<file path="src/sv/psar_pkg.sv">
package psar_pkg;

    localparam int unsigned TIMER_W  = 16;
    localparam int unsigned LEN_W    = 14;
    localparam int unsigned BYTE_W   = 8;
    localparam int unsigned RETRY_W  = 4;
    localparam int unsigned EVENT_W  = 4;
    localparam int unsigned COUNT_W  = 9;
    localparam int unsigned CFG_W    = 16;
    localparam int unsigned CFG_IDX_W = 2;

    localparam logic [TIMER_W-1:0] TIMER_MAX = 16'hFFFF;
    localparam int unsigned ACK_TYPE_POS = 4;
    localparam int unsigned ACK_MIN_LEN  = 5;

    localparam logic [TIMER_W-1:0] SEND_PERIOD_RST = 16'd100;
    localparam logic [TIMER_W-1:0] ACK_WAIT_RST    = 16'd10;
    localparam logic [BYTE_W-1:0]  ACK_CODE_RST    = 8'd0;
    localparam logic [RETRY_W-1:0] RETRY_LIMIT_RST = 4'd3;

    typedef enum logic [1:0] {
        REQ_TICK     = 2'd0,
        REQ_RX_BYTE  = 2'd1,
        REQ_GAP      = 2'd2,
        REQ_TX_READY = 2'd3
    } t_req;

    typedef enum logic [EVENT_W-1:0] {
        EV_NONE    = 4'd0,
        EV_SEND    = 4'd1,
        EV_RESEND  = 4'd2,
        EV_ACK     = 4'd3,
        EV_GIVEUP  = 4'd4,
        EV_STORED  = 4'd5,
        EV_DROPPED = 4'd6,
        EV_TXBYTE  = 4'd7,
        EV_TXDONE  = 4'd8
    } t_event;

    typedef enum logic [CFG_IDX_W-1:0] {
        CFG_SEND_PERIOD = 2'd0,
        CFG_ACK_WAIT    = 2'd1,
        CFG_ACK_CODE    = 2'd2,
        CFG_RETRY_LIMIT = 2'd3
    } t_cfg_index;

    typedef struct packed {
        logic [TIMER_W-1:0] send_period;
        logic [TIMER_W-1:0] ack_wait_ticks;
        logic [BYTE_W-1:0]  ack_type_code;
        logic [RETRY_W-1:0] retry_limit;
    } t_cfg;

    // The reply check looks only at the fill count and the type byte, so of the frame's bytes that byte alone is kept.
    typedef struct packed {
        logic [TIMER_W-1:0] period_timer;
        logic               awaiting_reply;
        logic [TIMER_W-1:0] reply_timer;
        logic [RETRY_W-1:0] resend_count;
        logic [LEN_W-1:0]   saved_length;
        logic               rx_closed;
        logic [BYTE_W-1:0]  type_byte;
        logic [LEN_W-1:0]   tx_position;
        logic [LEN_W-1:0]   tx_total;
        logic               tx_running;
    } t_state;

    typedef struct packed {
        t_event           ev;
        logic [LEN_W-1:0] tx_index;
    } t_result;

endpackage

</file>
<file path="src/sv/psar_step.sv">
module psar_step #(
    parameter int unsigned RX_SIZE = 256
) (
    input  psar_pkg::t_cfg                     i_cfg,
    input  psar_pkg::t_state                   i_state,
    input  logic [$clog2(RX_SIZE+1)-1:0]       i_fill,
    input  logic [1:0]                         i_req_type,
    input  logic [7:0]                         i_rx_byte,
    input  logic [13:0]                        i_frame_length,
    output psar_pkg::t_state                   o_state,
    output logic [$clog2(RX_SIZE+1)-1:0]       o_fill,
    output psar_pkg::t_result                  o_result
);
    import psar_pkg::*;

    localparam int unsigned FILL_W = $clog2(RX_SIZE + 1);

    function automatic logic [TIMER_W-1:0] sat_inc(input logic [TIMER_W-1:0] v);
        return (v == TIMER_MAX) ? v : v + 1'b1;
    endfunction

    t_state            n_state;
    logic [FILL_W-1:0] n_fill;
    t_result           n_result;

    always_comb begin
        n_state  = i_state;
        n_fill   = i_fill;
        n_result = '{ev: EV_NONE, tx_index: '0};
        unique case (t_req'(i_req_type))
            REQ_TICK: begin
                n_state.period_timer = sat_inc(i_state.period_timer);
                if (n_state.period_timer >= i_cfg.send_period && !i_state.awaiting_reply) begin
                    n_state.period_timer   = '0;
                    n_fill                 = '0;
                    n_state.rx_closed      = 1'b0;
                    n_state.saved_length   = i_frame_length;
                    n_state.tx_total       = i_frame_length;
                    n_state.tx_position    = '0;
                    n_state.tx_running     = (i_frame_length != '0);
                    n_state.awaiting_reply = 1'b1;
                    n_result.ev            = EV_SEND;
                end
                if (n_state.awaiting_reply) begin
                    n_state.reply_timer = sat_inc(i_state.reply_timer);
                    if (n_state.reply_timer >= i_cfg.ack_wait_ticks) begin
                        n_state.reply_timer = '0;
                        if (n_state.rx_closed) begin
                            if (n_fill >= FILL_W'(ACK_MIN_LEN)
                                && n_state.type_byte == i_cfg.ack_type_code) begin
                                n_state.resend_count   = '0;
                                n_state.awaiting_reply = 1'b0;
                                n_result.ev            = EV_ACK;
                            end else begin
                                // discard the reply and keep waiting
                                n_fill            = '0;
                                n_state.rx_closed = 1'b0;
                            end
                        end else begin
                            n_state.tx_total     = n_state.saved_length;
                            n_state.tx_position  = '0;
                            n_state.tx_running   = (n_state.saved_length != '0);
                            n_state.resend_count = i_state.resend_count + 1'b1;
                            if (n_state.resend_count >= i_cfg.retry_limit) begin
                                n_state.resend_count   = '0;
                                n_state.awaiting_reply = 1'b0;
                                n_result.ev            = EV_GIVEUP;
                            end else begin
                                n_result.ev = EV_RESEND;
                            end
                        end
                    end
                end
            end
            REQ_RX_BYTE: begin
                if (!i_state.rx_closed && i_fill < FILL_W'(RX_SIZE)) begin
                    if (i_fill == FILL_W'(ACK_TYPE_POS)) begin
                        n_state.type_byte = i_rx_byte;
                    end
                    n_fill      = i_fill + 1'b1;
                    n_result.ev = EV_STORED;
                end else begin
                    n_state.rx_closed = 1'b1;
                    n_result.ev       = EV_DROPPED;
                end
            end
            REQ_GAP: begin
                if (i_fill != '0) begin
                    n_state.rx_closed = 1'b1;
                end
            end
            REQ_TX_READY: begin
                if (i_state.tx_running) begin
                    n_result.tx_index   = i_state.tx_position;
                    n_state.tx_position = i_state.tx_position + 1'b1;
                    if (n_state.tx_position == i_state.tx_total) begin
                        n_state.tx_running = 1'b0;
                        n_result.ev        = EV_TXDONE;
                    end else begin
                        n_result.ev = EV_TXBYTE;
                    end
                end
            end
        endcase
    end

    assign o_state  = n_state;
    assign o_fill   = n_fill;
    assign o_result = n_result;

endmodule

</file>
<file path="src/sv/periodic_send_ack_retry_unit.sv">
// Stop-and-wait sender with periodic send, reply check and retry. One word is
// taken every clock cycle unless o_in_stall is high, and its result is offered
// this way: the word is captured in an input register, one pass of next-state
// logic runs against the held protocol state, and the outcome lands in the
// result register, where a stalled consumer holds it and stalls the input side.
// Configuration writes take effect at the next edge and should be made while
// no word is in flight. Of the receive frame only the fill count and the type
// byte at position four are kept, as nothing else of the frame is ever used.
module periodic_send_ack_retry_unit #(
    parameter int unsigned RX_SIZE = 256
) (
    input  logic        i_clk,
    input  logic        i_rst_n,
    input  logic        i_cfg_we,
    input  logic [1:0]  i_cfg_index,
    input  logic [15:0] i_cfg_data,
    input  logic        i_in_valid,
    output logic        o_in_stall,
    input  logic [1:0]  i_req_type,
    input  logic [7:0]  i_rx_byte,
    input  logic [13:0] i_frame_length,
    output logic        o_out_valid,
    input  logic        i_out_stall,
    output logic [3:0]  o_event_res,
    output logic [13:0] o_tx_index,
    output logic        o_tx_enable,
    output logic [8:0]  o_rx_count,
    output logic        o_rx_complete,
    output logic        o_waiting_ack
);
    import psar_pkg::*;

    localparam int unsigned FILL_W = $clog2(RX_SIZE + 1);

    t_cfg              r_cfg;
    t_state            r_state;
    logic [FILL_W-1:0] r_fill;

    logic              r_s1_valid;
    logic [1:0]        r_s1_req;
    logic [7:0]        r_s1_byte;
    logic [13:0]       r_s1_len;

    logic              r_out_valid;
    t_result           r_out_result;
    logic              r_out_tx_enable;
    logic [8:0]        r_out_rx_count;
    logic              r_out_rx_complete;
    logic              r_out_waiting;

    t_state            n_state;
    logic [FILL_W-1:0] n_fill;
    t_result           n_result;

    logic w_advance;
    logic w_in_accept;

    assign w_advance   = r_s1_valid && (!r_out_valid || !i_out_stall);
    assign o_in_stall  = r_s1_valid && !w_advance;
    assign w_in_accept = i_in_valid && !o_in_stall;

    psar_step #(
        .RX_SIZE(RX_SIZE)
    ) u_step (
        .i_cfg          (r_cfg),
        .i_state        (r_state),
        .i_fill         (r_fill),
        .i_req_type     (r_s1_req),
        .i_rx_byte      (r_s1_byte),
        .i_frame_length (r_s1_len),
        .o_state        (n_state),
        .o_fill         (n_fill),
        .o_result       (n_result)
    );

    always_ff @(posedge i_clk) begin
        if (!i_rst_n) begin
            r_cfg.send_period    <= SEND_PERIOD_RST;
            r_cfg.ack_wait_ticks <= ACK_WAIT_RST;
            r_cfg.ack_type_code  <= ACK_CODE_RST;
            r_cfg.retry_limit    <= RETRY_LIMIT_RST;
        end else if (i_cfg_we) begin
            unique case (t_cfg_index'(i_cfg_index))
                CFG_SEND_PERIOD: r_cfg.send_period    <= i_cfg_data;
                CFG_ACK_WAIT:    r_cfg.ack_wait_ticks <= i_cfg_data;
                CFG_ACK_CODE:    r_cfg.ack_type_code  <= i_cfg_data[BYTE_W-1:0];
                CFG_RETRY_LIMIT: r_cfg.retry_limit    <= i_cfg_data[RETRY_W-1:0];
            endcase
        end
    end

    // input word register
    always_ff @(posedge i_clk) begin
        if (!i_rst_n) begin
            r_s1_valid <= 1'b0;
        end else if (w_in_accept) begin
            r_s1_valid <= 1'b1;
        end else if (w_advance) begin
            r_s1_valid <= 1'b0;
        end
        if (w_in_accept) begin
            r_s1_req  <= i_req_type;
            r_s1_byte <= i_rx_byte;
            r_s1_len  <= i_frame_length;
        end
    end

    // protocol state advances once per word passed to the result register
    always_ff @(posedge i_clk) begin
        if (!i_rst_n) begin
            r_state <= '0;
            r_fill  <= '0;
        end else if (w_advance) begin
            r_state <= n_state;
            r_fill  <= n_fill;
        end
    end

    always_ff @(posedge i_clk) begin
        if (!i_rst_n) begin
            r_out_valid <= 1'b0;
        end else if (w_advance) begin
            r_out_valid <= 1'b1;
        end else if (!i_out_stall) begin
            r_out_valid <= 1'b0;
        end
        if (w_advance) begin
            r_out_result      <= n_result;
            r_out_tx_enable   <= n_state.tx_running;
            r_out_rx_count    <= 9'(n_fill);
            r_out_rx_complete <= n_state.rx_closed;
            r_out_waiting     <= n_state.awaiting_reply;
        end
    end

    assign o_out_valid   = r_out_valid;
    assign o_event_res   = r_out_result.ev;
    assign o_tx_index    = r_out_result.tx_index;
    assign o_tx_enable   = r_out_tx_enable;
    assign o_rx_count    = r_out_rx_count;
    assign o_rx_complete = r_out_rx_complete;
    assign o_waiting_ack = r_out_waiting;

`ifndef NO_ASSERTIONS
    a_send_opens: assert property (@(posedge i_clk) disable iff (!i_rst_n)
        (o_out_valid && o_event_res == EV_SEND) |-> o_waiting_ack)
        else $error("send reported without an open exchange");

    a_close_ends: assert property (@(posedge i_clk) disable iff (!i_rst_n)
        (o_out_valid && (o_event_res == EV_ACK || o_event_res == EV_GIVEUP))
        |-> !o_waiting_ack)
        else $error("exchange still open after ack or give-up");

    a_running_len: assert property (@(posedge i_clk) disable iff (!i_rst_n)
        r_state.tx_running |-> (r_state.tx_total != '0))
        else $error("transmitter running on an empty frame");

    a_result_source: assert property (@(posedge i_clk) disable iff (!i_rst_n)
        $rose(o_out_valid) |-> $past(r_s1_valid))
        else $error("result appeared without a held input word");
`endif

endmodule
</file>
<file path="config.mk">
export PLATFORM = sky130hd
export DESIGN_NAME = periodic_send_ack_retry_unit
export DESIGN_NICKNAME = d
export VERILOG_FILES = /design/src/sv/psar_pkg.sv /design/src/sv/psar_step.sv /design/src/sv/periodic_send_ack_retry_unit.sv
export SDC_FILE = /design/constraint.sdc
export NUM_CORES = 1
export LEC_CHECK = 0
export BUFFER_PORTS_ARGS = -buffer_cell sky130_fd_sc_hd__buf_2
export CAP_MARGIN = 40
export CELL_PAD_IN_SITES_DETAIL_PLACEMENT = 0
export CELL_PAD_IN_SITES_GLOBAL_PLACEMENT = 1
export CORE_MARGIN = 2
export CORE_UTILIZATION = 30
export CTS_CLUSTER_DIAMETER = 150
export DETAILED_ROUTE_END_ITERATION = 10
export PLACE_DENSITY_LB_ADDON = 0.1
export SLEW_MARGIN = 20
export SYNTH_ARGS = -nofsm -noshare
export SYNTH_HDL_FRONTEND = slang
export SYNTH_HIERARCHICAL = 1
export SYNTH_SLANG_ARGS = --single-unit
</file>
<file path="constraint.sdc">
create_clock -name i_clk -period 9.2 [get_ports i_clk]
set_clock_uncertainty 0.15 [all_clocks]
set_input_delay 0.46 -clock i_clk [delete_from_list [all_inputs] [get_ports i_clk]]
set_output_delay 0.46 -clock i_clk [all_outputs]
set_load 0.02 [all_outputs]
</file>
# [Word-level counts from Yosys, hierarchy flattened]
# Cells that the tools add are included.
[word_totals] wordCells=133 regBits=198 inputBits=47 output_inout_bits=32
[op_classes] n_eq_ne=14 mux=53 reduce_logical=30 n_lt_le_gt_ge=5 add_sub_neg=5
[op_table] cell="29-bit 2-to-1 mux" n=4
[op_table] cell="9-bit 2-to-1 mux" n=7
[op_table] cell="21-bit 2-to-1 mux" n=2
[op_table] cell="35-bit 2-to-1 mux" n=1
[op_table] cell="17-bit 2-to-1 mux" n=2
[op_table] cell="16-bit by 1-bit adder with 16-bit output (second input constant)" n=2
[op_table] cell="16-bit equality test (second input constant)" n=2
[op_table] cell="16-bit greater-or-equal comparator" n=2
[op_table] cell="16-bit 2-to-1 mux" n=2
[op_table] cell="15-bit 2-to-1 mux" n=2
[op_table] cell="14-bit one-hot mux with 2 select lines" n=1
[op_table] cell="14-bit nonzero test" n=2
[op_table] cell="4-bit 2-to-1 mux" n=6
[op_table] cell="18-bit 2-to-1 mux" n=1
[op_table] cell="9-bit one-hot mux with 2 select lines" n=1
[op_table] cell="1-bit 2-to-1 mux" n=16
[op_table] cell="14-bit by 1-bit adder with 14-bit output (second input constant)" n=1
[op_table] cell="14-bit equality test" n=1
[op_table] cell="14-bit 2-to-1 mux" n=1
[op_table] cell="4-bit one-hot mux with 3 select lines" n=1
[op_table] cell="2-bit AND reduction" n=6
[op_table] cell="9-bit by 1-bit adder with 9-bit output (second input constant)" n=1
[op_table] cell="9-bit by 3-bit equality test with 1-bit output (second input constant)" n=1
[op_table] cell="9-bit by 3-bit greater-or-equal comparator with 1-bit output (second input constant)" n=1
[op_table] cell="other kinds (21)" n=41

# [Longest topological paths before layout]
# Gate-level depths: netlist of run 1.
[depth] depth_word=13 mapped_depth=20 ltp_nobuf=17

# [Cells and area by module]
# The synthesis of run 1 kept the hierarchy.
[by_module_without_submodules] module="periodic_send_ack_retry_unit" area_each_um2=7294.5 n_inst=1 cells_each=660
[by_module_without_submodules] module="psar_step" area_each_um2=4667.0 n_inst=1 cells_each=681

# [Least setup slack after synthesis of run 1]
# No wires, ideal clock.
[synth_timing] path_kind="register -> register" startpoint="register r_state[56] (netlist bit)" endpoint="register r_state[10] (netlist bit)" stages_incl_launch_ff=20 n_path_buf=2 period_less_slack_ns=3.874 t_required_ns=8.929 setup_slack_ns=5.326 t_arrival_ns=3.603 setup_ns=0.121 cell_sequence="dfxtp_1 -> ha_1 -> nand3_2 -> nor4_4 -> a21oi_2 -> nor3b_1 -> and4_1 -> or2_1 -> ha_1 -> a21oi_1 -> nor2_1 -> a2111oi_0 -> o21ai_1 -> buf_4 -> a21oi_1 -> nor2_2 -> buf_4 -> a2bb2oi_1 -> nand2_1 -> mux2i_1"
[synth_between] elab_chain_cells=5 elab_cells_between_ends=6
[synth_rtl] element="from (decl)" line_no="periodic_send_ack_retry_unit.sv:36" text="t_state r_state;"
[synth_rtl] element="from (signal assigned)" line_no="periodic_send_ack_retry_unit.sv:114" text="r_state <= n_state;"
[synth_rtl] element="16-bit by 1-bit adder with 16-bit output / 16-bit equality test (equally long branches)" line_no="psar_step.sv:19" text="return (v == TIMER_MAX) ? v : v + 1'b1;"
[synth_rtl] element="16-bit 2-to-1 mux (*)" line_no="psar_step.sv:19"
[synth_rtl] element="16-bit greater-or-equal comparator (*)" line_no="psar_step.sv:46" text="if (n_state.reply_timer >= i_cfg.ack_wait_ticks) begin"
[synth_rtl] element="29-bit 2-to-1 mux (*)" line_no="psar_step.sv:46"
[synth_rtl] element="29-bit 2-to-1 mux (*)" line_no="psar_step.sv:44" text="if (n_state.awaiting_reply) begin"
# Every way passes the cells marked *; elsewhere a longest branch is shown, timed or not.
# A chain may end at the register's enable or synchronous reset.

# [Worst setup path after layout of run 1]
[layout_timing] startpoint="register r_state[73] (netlist bit)" endpoint="register r_fill[2]"
[layout_between] elab_chain_cells=13 elab_cells_between_ends=18
[layout_rtl] element="16-bit by 1-bit adder with 16-bit output / 16-bit equality test (equally long branches)" line_no="psar_step.sv:19"
[layout_rtl] element="16-bit 2-to-1 mux (*)" line_no="psar_step.sv:19"
[layout_rtl] element="16-bit greater-or-equal comparator (*)" line_no="psar_step.sv:33" text="if (n_state.period_timer >= i_cfg.send_period && !i_state.awaiting_reply) begin"
[layout_rtl] element="1-bit logical AND (*)" line_no="psar_step.sv:33"
[layout_rtl] element="9-bit 2-to-1 mux" line_no="psar_step.sv:33"
[layout_rtl] element="9-bit 2-to-1 mux" line_no="psar_step.sv:30" text="unique case (t_req'(i_req_type))"
[layout_rtl] element="9-bit by 3-bit greater-or-equal comparator with 1-bit output" line_no="psar_step.sv:49" text="if (n_fill >= FILL_W'(ACK_MIN_LEN)"
[layout_rtl] element="1-bit logical AND" line_no="psar_step.sv:50" text="&& n_state.type_byte == i_cfg.ack_type_code) begin"
[layout_rtl] element="9-bit 2-to-1 mux" line_no="psar_step.sv:49"
[layout_rtl] element="9-bit 2-to-1 mux" line_no="psar_step.sv:48" text="if (n_state.rx_closed) begin"
[layout_rtl] element="9-bit 2-to-1 mux" line_no="psar_step.sv:46"
[layout_rtl] element="9-bit 2-to-1 mux (*)" line_no="psar_step.sv:44"
[layout_rtl] element="9-bit one-hot mux with 2 select lines (*)" line_no="psar_step.sv:30"
[layout_rtl] element="net n_fill[2]" line_no="periodic_send_ack_retry_unit.sv:52" text="logic [FILL_W-1:0] n_fill;"
[layout_rtl] element="to (signal assigned)" line_no="periodic_send_ack_retry_unit.sv:115" text="r_fill <= n_fill;"
[layout_rtl] element="to (decl)" line_no="periodic_send_ack_retry_unit.sv:37" text="logic [FILL_W-1:0] r_fill;"
# Mark *: on every way through the listed nets, which the timed path passes. The rest lies on a longest branch. The select of a mux whose other input is x is not followed.

==> metrics.md, run 1 <==
| Metric | Value |
|---|---|
| Status | complete, no violations |
| DR iter-0 viols | approximately 520 |
| Total wire length | approximately 33000 um |
| Core area | 39500 um^2 |
| Critical Path Sink Type | register |
| Synth Instances | 1341 |
| Post-Place Cells | 1870 |
| FF+latch count, synth | 198 |
| Lkg Pwr | 5.13 nW |
| H-tree depth | 4 |
| HPWL Detailed | around 23000 um |
| Die X | between 200 and 250 um |
| Synthesis Warnings | 6 |
| Final nets | roughly 1500 |
| Largest cells by area after synthesis | dfxtp_1 24%, edfxtp_1 14%, mux2i_1 12% |
| DRC viols | 0 |
| DIE HEIGHT | between 200 and 250 um |
| Row Count | between 70 and 80 |
| Initial Util | 30.2% |
| Final Util | 33.9% |
| Peak Freq | between 150 and 200 MHz |
| Commonest non-fill, non-tap cells in the layout | 315 x nand2_1, 144 x dfxtp_1, 141 x mux2i_1, 77 x buf_2, 58 x inv_1 |
| R2R depth | 16 |
| Most common cell after layout, fill and taps aside | nand2_1 |
| Pre-CTS WS | 4230 ps |
| Vias | 9307 |
| Largest net degree at the start of global routing | 129 |
| Post-synth EDFFs | 54 |
| Period Utilization, post-route | 54.5% |
| # IOs | roughly 80 |
| CP Class | reg2reg |
| Root buf cell | clkbuf_16 |
| Setup ws final | 4190 ps |
| Mapped Avg Cell Area | between 8 and 9 um^2 |
| Wire per inst | 17.1 um |
| Clk buf depth | 2 |
| Initial antenna violation count | 0 |
| Number of vias per cell | just under 5 |
| Post-synth ARST share | 0% |
| Total power | 1.88 mW |
| Fin cells | 1915 |
| Minimum clock period | 5010 ps |
| TritonCTS Buffers | 17 |
| First-pass GRT wire length | 52600 um |
| Die area | 41500 um^2 |
| Min-delay worst type | in2reg |
| Slew Viols, Final | 0 |
| Main synth FF type | dfxtp_1 |
| Critical path origin | r_state[73]$_SDFFE_PN0P_ |
| Vias in the first global route | 9083 |
| Clk Latency, worst-skew pair | 480 ps |
| Worst r2r src | r_state[73]$_SDFFE_PN0P_ |
| Max Cap Viol | 0 |
| VDD IR max | about 0.00013 V |
| DRT antenna net count | 0 |
| Number of setup buffers added after CTS | 0 |
| CP Max Fanout | 11 |
| Worst slew pin tran | between 900 and 1000 ps |
| Area Overhead vs Synth | 12.1% |
| R2R Path End | r_fill[2]$_SDFFE_PN0P_ |
| Aggregate negative setup slack | 0 ps |
| Unrepaired setup endpoints after global routing | false |
| PwrDens | 140 nW/um^2 |
| Worst Setup Start Kind | register |
| Slew headroom | 34.2% |
| CTS Sinks | 198 |
| Number of diodes | 0 |
| Worst setup endpoint | r_fill[2]$_SDFFE_PN0P_ |
| Mapped Area | between 10000 and 15000 um^2 |
| Final setup vio count | 0 |
| Gpl congestion | 0.775 |
| Post-synth top area share | 24.1% |
| Yosys cell types | 90 |
| Share of cells above drive strength 1 | approximately 14% |
| CTS tree | done |
| Mapped Nets | 1436 |
| Clk pin slew, worst setup/hold paths | 80 ps |
| Crit path arrival time | approximately 5300 ps |
| Gr usage total | 16.3% |
| Register area share after synthesis | between 30 and 40% |
| Fin. Hold Viols | 0 |
| Largest area contributor in the netlist | dfxtp_1 |
| PortBufs | roughly 80 |
| Worst R2R Setup Slack | 4190 ps |
| First drt pass iteration count | 5 |
| GRT overflow | 0 |
| Critical Path RT | 9440 ps |
[routing by layer]
metal	up-vias	share of wire [%]	track usage, %	routed length, um
li1	4798	-	-	-
met1	4372	53	23.8	17400
met2	114	43	24.7	14200
met3	23	2.4	2.41	781
met4	0	1.2	4.72	391
met5	-	0	0	0
[Yosys cell counts, types with 16 or more instances]
cell type / n
mux2_2: 24
nor3_1: 16
o21ai_0: 36
o22ai_1: 19
buf_2: 35
nand3_1: 27
a22o_1: 17
nand2_1: 315
inv_1: 58
edfxtp_1: 54
ha_1: 48
nor2_1: 37
buf_4: 19
and3_1: 18
nand4_1: 17
mux2i_1: 141
dfxtp_1: 144
xnor2_1: 33
clkbuf_1: 17
a21oi_1: 39
[worst min-delay path by stage]
stage,slack [ps],end,depth (start not counted),start
2_1_floorplan,280,r_state[37]$_SDFFE_PN0P_,2,r_state[37]$_SDFFE_PN0P_
3_3_place_gp,290,r_cfg[19]$_SDFFE_PN0P_,2,r_cfg[19]$_SDFFE_PN0P_
3_5_place_dp,300,r_cfg[14]$_SDFFE_PN0P_,2,r_cfg[14]$_SDFFE_PN0P_
4_1_cts,0.9,r_s1_len[6]$_DFFE_PP_,1,i_frame_length[6]
5_1_grt,6,r_s1_len[7]$_DFFE_PP_,1,i_frame_length[7]
6_report,20,r_s1_len[6]$_DFFE_PP_,1,i_frame_length[6]
[layout make-up]
cell class | instances | area, um^2
tap | 525 | 657
fill | 4097 | 26100
multi-input combinational | 1000 | 6740
clock buffer | 20 | 500
sequential | 198 | 4500
inverter | 58 | 218
clock inverter | 12 | 118
timing repair buffer | 102 | 668
[sequential cells by signal, indices dropped and copies added, names as in the netlist, 2 cells and up]
register	flops
r_s1_byte	8
r_state	89
r_cfg	44
r_fill	9
r_s1_len	14
o_rx_count	9
o_event_res	4
r_s1_req	2
o_tx_index	14
[worst max-delay path, cell delays in order, from the launching register on]
cell and delay (ps):
dfxtp_1 460, ha_1 400, nand2_1 70, or2_2 290, or3_1 450, nand2_1 190
xnor2_1 150, ha_1 260, a211oi_1 220, o21ai_0 140, a21oi_2 360, o21ai_2 270
nor2_1 560, o21ai_2 330, a221oi_1 400, nand2_1 80, mux2i_1 130
[per-stage QoR]
stage	hold slack (ps)	instance area [um^2]
after floorplan	284	12000
after global placement	294	12600
after detailed placement	300	12700
after CTS	0.911	13400
after global routing	5.77	13400
final	22.8	13400
[report_power, final]
part           total, mW  switching, mW  internal [mW]
Sequential         0.927         0.0126          0.914
Combinational      0.151         0.0966         0.0540
Clock              0.801          0.393          0.408
Total               1.88          0.502           1.38
[timing repair]
item	4_1_cts	5_1_grt
hold buffers	13	0
setup endpoints to repair	0	0
hold endpoints to repair	13	0
resized for setup	0	0
[cell families (layout without fill, tap and decap cells)]
| kind of cell | after synthesis | count (layout) | synth area share, % |
|---|---|---|---|
| buffers and inverters | 143 | 192 | 6.11 |
| and+or+nand+nor | 520 | 520 | 20.8 |
| xor gates and xnor gates | 48 | 48 | 3.58 |
| DFF | 198 | 198 | 37.7 |
| muxes | 166 | 166 | 14.2 |
| adders and majority gates | 48 | 48 | 5.02 |
| AOI/OAI and AO/OA | 218 | 218 | 12.6 |
Power figures use the tool's default switching activity.
==> run 2: changes to the inputs <==
- clock period: 9.2 -> 4.9 ns (I/O delays scaled with it)
==> run 2 against run 1 <==
- sequential power increased by 88%
- cell count increased by 2.0%
- critical path depth increased by 1
- power increased by 94%
- critical endpoint is now r_state[52]$_SDFFE_PN0P_
==> metrics.md, run 2 (synthesized netlist as in run 1, its figures left out) <==
| Metric | Value |
|---|---|
| Slew headroom | a little over a third |
| Top flop regs | r_state (89), r_cfg (44) |
| DR iter-0 viols | 525 |
| Comb pwr share | 8.2% |
| VDD IR max | 0.000233 V |
| Minimum clock period | 4520 ps |
| Most common cell after layout, fill and taps aside | nand2_1 |
| Lkg Pwr | between 5 and 6 nW |
| DIE HEIGHT | 204 um |
| Number of setup buffers added after CTS | 0 |
| Share of cells above drive strength 1 | 14.3% |
| Worst R2R Setup Slack | 380 ps |
| DRT antenna net count | 0 |
| Final nets | 1511 |
| Total wire length | 33000 um |
| Wire per inst | around 17 um |
| Row Count | 73 |
| Worst Setup Start Kind | register |
| Gr usage total | between 15 and 20% |
| Die area | 41500 um^2 |
| Clk pin slew, worst setup/hold paths | 70 ps |
| CTS Sinks | ~200 |
| R2R Path End | r_state[52]$_SDFFE_PN0P_ |
| DRC viols | 0 |
| Share of power burned in registers | 47.8% |
| CP Max Fanout | 11 |
| Number of vias per cell | 4.89 |
| Final setup vio count | 0 |
| Period Utilization, post-route | ~92% |
| HPWL Detailed | between 20000 and 25000 um |
| Worst slew pin tran | 965 ps |
| Fin. Hold Viols | 0 |
| Root buf cell | clkbuf_16 |
| Gpl congestion | between 0.7 and 0.8 |
| Status | complete, no violations |
| Clk Latency, worst-skew pair | 460 ps |
| Number of diodes | 0 |
| Aggregate negative setup slack | 0 ps |
| Unrepaired setup endpoints after global routing | false |
| First-pass GRT wire length | 52600 um |
| Min-delay worst type | in2reg |
| Critical Path RT | approximately 5100 ps |
| PortBufs | 78 |
| Commonest non-fill, non-tap cells in the layout | 314 x nand2_1, 144 x dfxtp_1, 141 x mux2i_1, 77 x buf_2, 58 x inv_1 |
| Critical Path Sink Type | register |
| R2R depth | 17 |
| Final instance area | about 14000 um^2 |
| # IOs | between 70 and 80 |
| Slew Viols, Final | 0 |
| Initial Util | 30.2% |
| Max reg flops | 89 |
| Switching part of the total | about a quarter |
| Clk buf depth | 2 |
| Area Overhead vs Synth | 15.4% |
| CTS tree | done |
| TritonCTS Buffers | 17 |
| Hold path endpoint | r_cfg[32]$_SDFFE_PN0P_ |
| Clock power frac | 43.9% |
| Crit path arrival time | 4760 ps |
| Sw power | between 800 and 900 uW |
| HP Start | i_cfg_data[4] |
| Cell Int Power | 2.75 mW |
| Vias in the first global route | 9121 |
| GRT overflow | 0 |
| Core area | roughly 40000 um^2 |
| H-tree depth | 4 |
| Post-DP Area | 12700 um^2 |
| Worst r2r src | r_state[73]$_SDFFE_PN0P_ |
| Peak Freq | 221 MHz |
| Vias | approximately 9600 |
| Critical path origin | r_state[73]$_SDFFE_PN0P_ |
| WHS Path Cells | 3 |
| Largest reg by FF count | r_state |
| Initial antenna violation count | 0 |
| PwrDens | between 200 and 300 nW/um^2 |
| First drt pass iteration count | 5 |
| Largest net degree at the start of global routing | 129 |
| Die X | just over 200 um |
| CP Class | reg2reg |
| Max Cap Viol | 0 |
## run 2: cell count changes in the layout (fill, tap and decap cells not counted), sizes merged
cell | previous run | this run
dlygate4sd3 | 13 | 40
buf | 88 | 100
bufinv | 0 | 4
inv | 66 | 63
clkinv | 4 | 2
clkinvlp | 0 | 1
## run 2: how the worst max path moves through the flow
stage | endpoint
final | r_state[52]$_SDFFE_PN0P_
after global routing | r_state[53]$_SDFFE_PN0P_
after CTS | r_state[52]$_SDFFE_PN0P_
after detailed placement | r_state[66]$_SDFFE_PN0P_
after global placement | r_state[52]$_SDFFE_PN0P_
after floorplan | r_state[10]$_SDFFE_PN0P_
## run 2: final cells by class
class,count,area [um^2]
repair buffers,141,1020
clock inverters,12,183
multi-input cells,1000,6750
clock buffers,20,478
well taps,525,657
flip-flops and latches,198,4500
fillers,4100,25700
inverters,58,218
## run 2: metal layers
| layer | share of wire (%) | vias to the layer above | GRT usage [%] |
|---|---|---|---|
| met5 | 0 | - | 0 |
| met4 | 1.1 | 0 | 3.75 |
| met3 | 2.9 | 21 | 3.04 |
| met2 | 43 | 132 | 24.9 |
| met1 | 53 | 4520 | 23.4 |
| li1 | - | 4879 | - |
## run 2: through the flow
| stage | hold slack, ps | cells | worst slack, ps | utilization [%] | power (mW) |
|---|---|---|---|---|---|
| 2_1_floorplan | 194 | 1341 | 1030 | - | 1.96 |
| 3_3_place_gp | 273 | 1880 | 397 | 32.1 | 2.06 |
| 3_5_place_dp | 274 | 1882 | 313 | 32.2 | 2.06 |
| 4_1_cts | 28.2 | 1954 | 293 | 34.9 | 3.70 |
| 5_1_grt | 36.3 | 1954 | 17.0 | 34.9 | 3.79 |
| 6_report | 54.9 | 1954 | 376 | 34.9 | 3.64 |
## run 2: power by group through the flow
stage | Combinational [mW] | Sequential [mW] | Clock (mW)
2_1_floorplan | 0.178 | 1.78 | 0
3_3_place_gp | 0.277 | 1.78 | 0
5_1_grt | 0.329 | 1.74 | 1.72
3_5_place_dp | 0.281 | 1.78 | 0
4_1_cts | 0.306 | 1.74 | 1.66
6_report | 0.300 | 1.74 | 1.60
## run 2: what timing repair did
item,in CTS,in global routing
setup endpoints to repair,0,12
resized for setup,0,2
hold endpoints to repair,60,0
hold buffers,40,0
## run 2: worst max-delay path: stages (launching register included)
cell	delay, ps
dfxtp_1	460
ha_1	380
nand2_1	70
or2_2	290
or3_1	470
nand2_1	200
nor2_1	90
xor2_1	150
ha_1	280
nand2_1	50
nor3_1	210
a21oi_2	150
o2111ai_1	420
nand2_2	270
nor3_1	420
mux2_2	230
nand2_1	40
mux2i_1	130
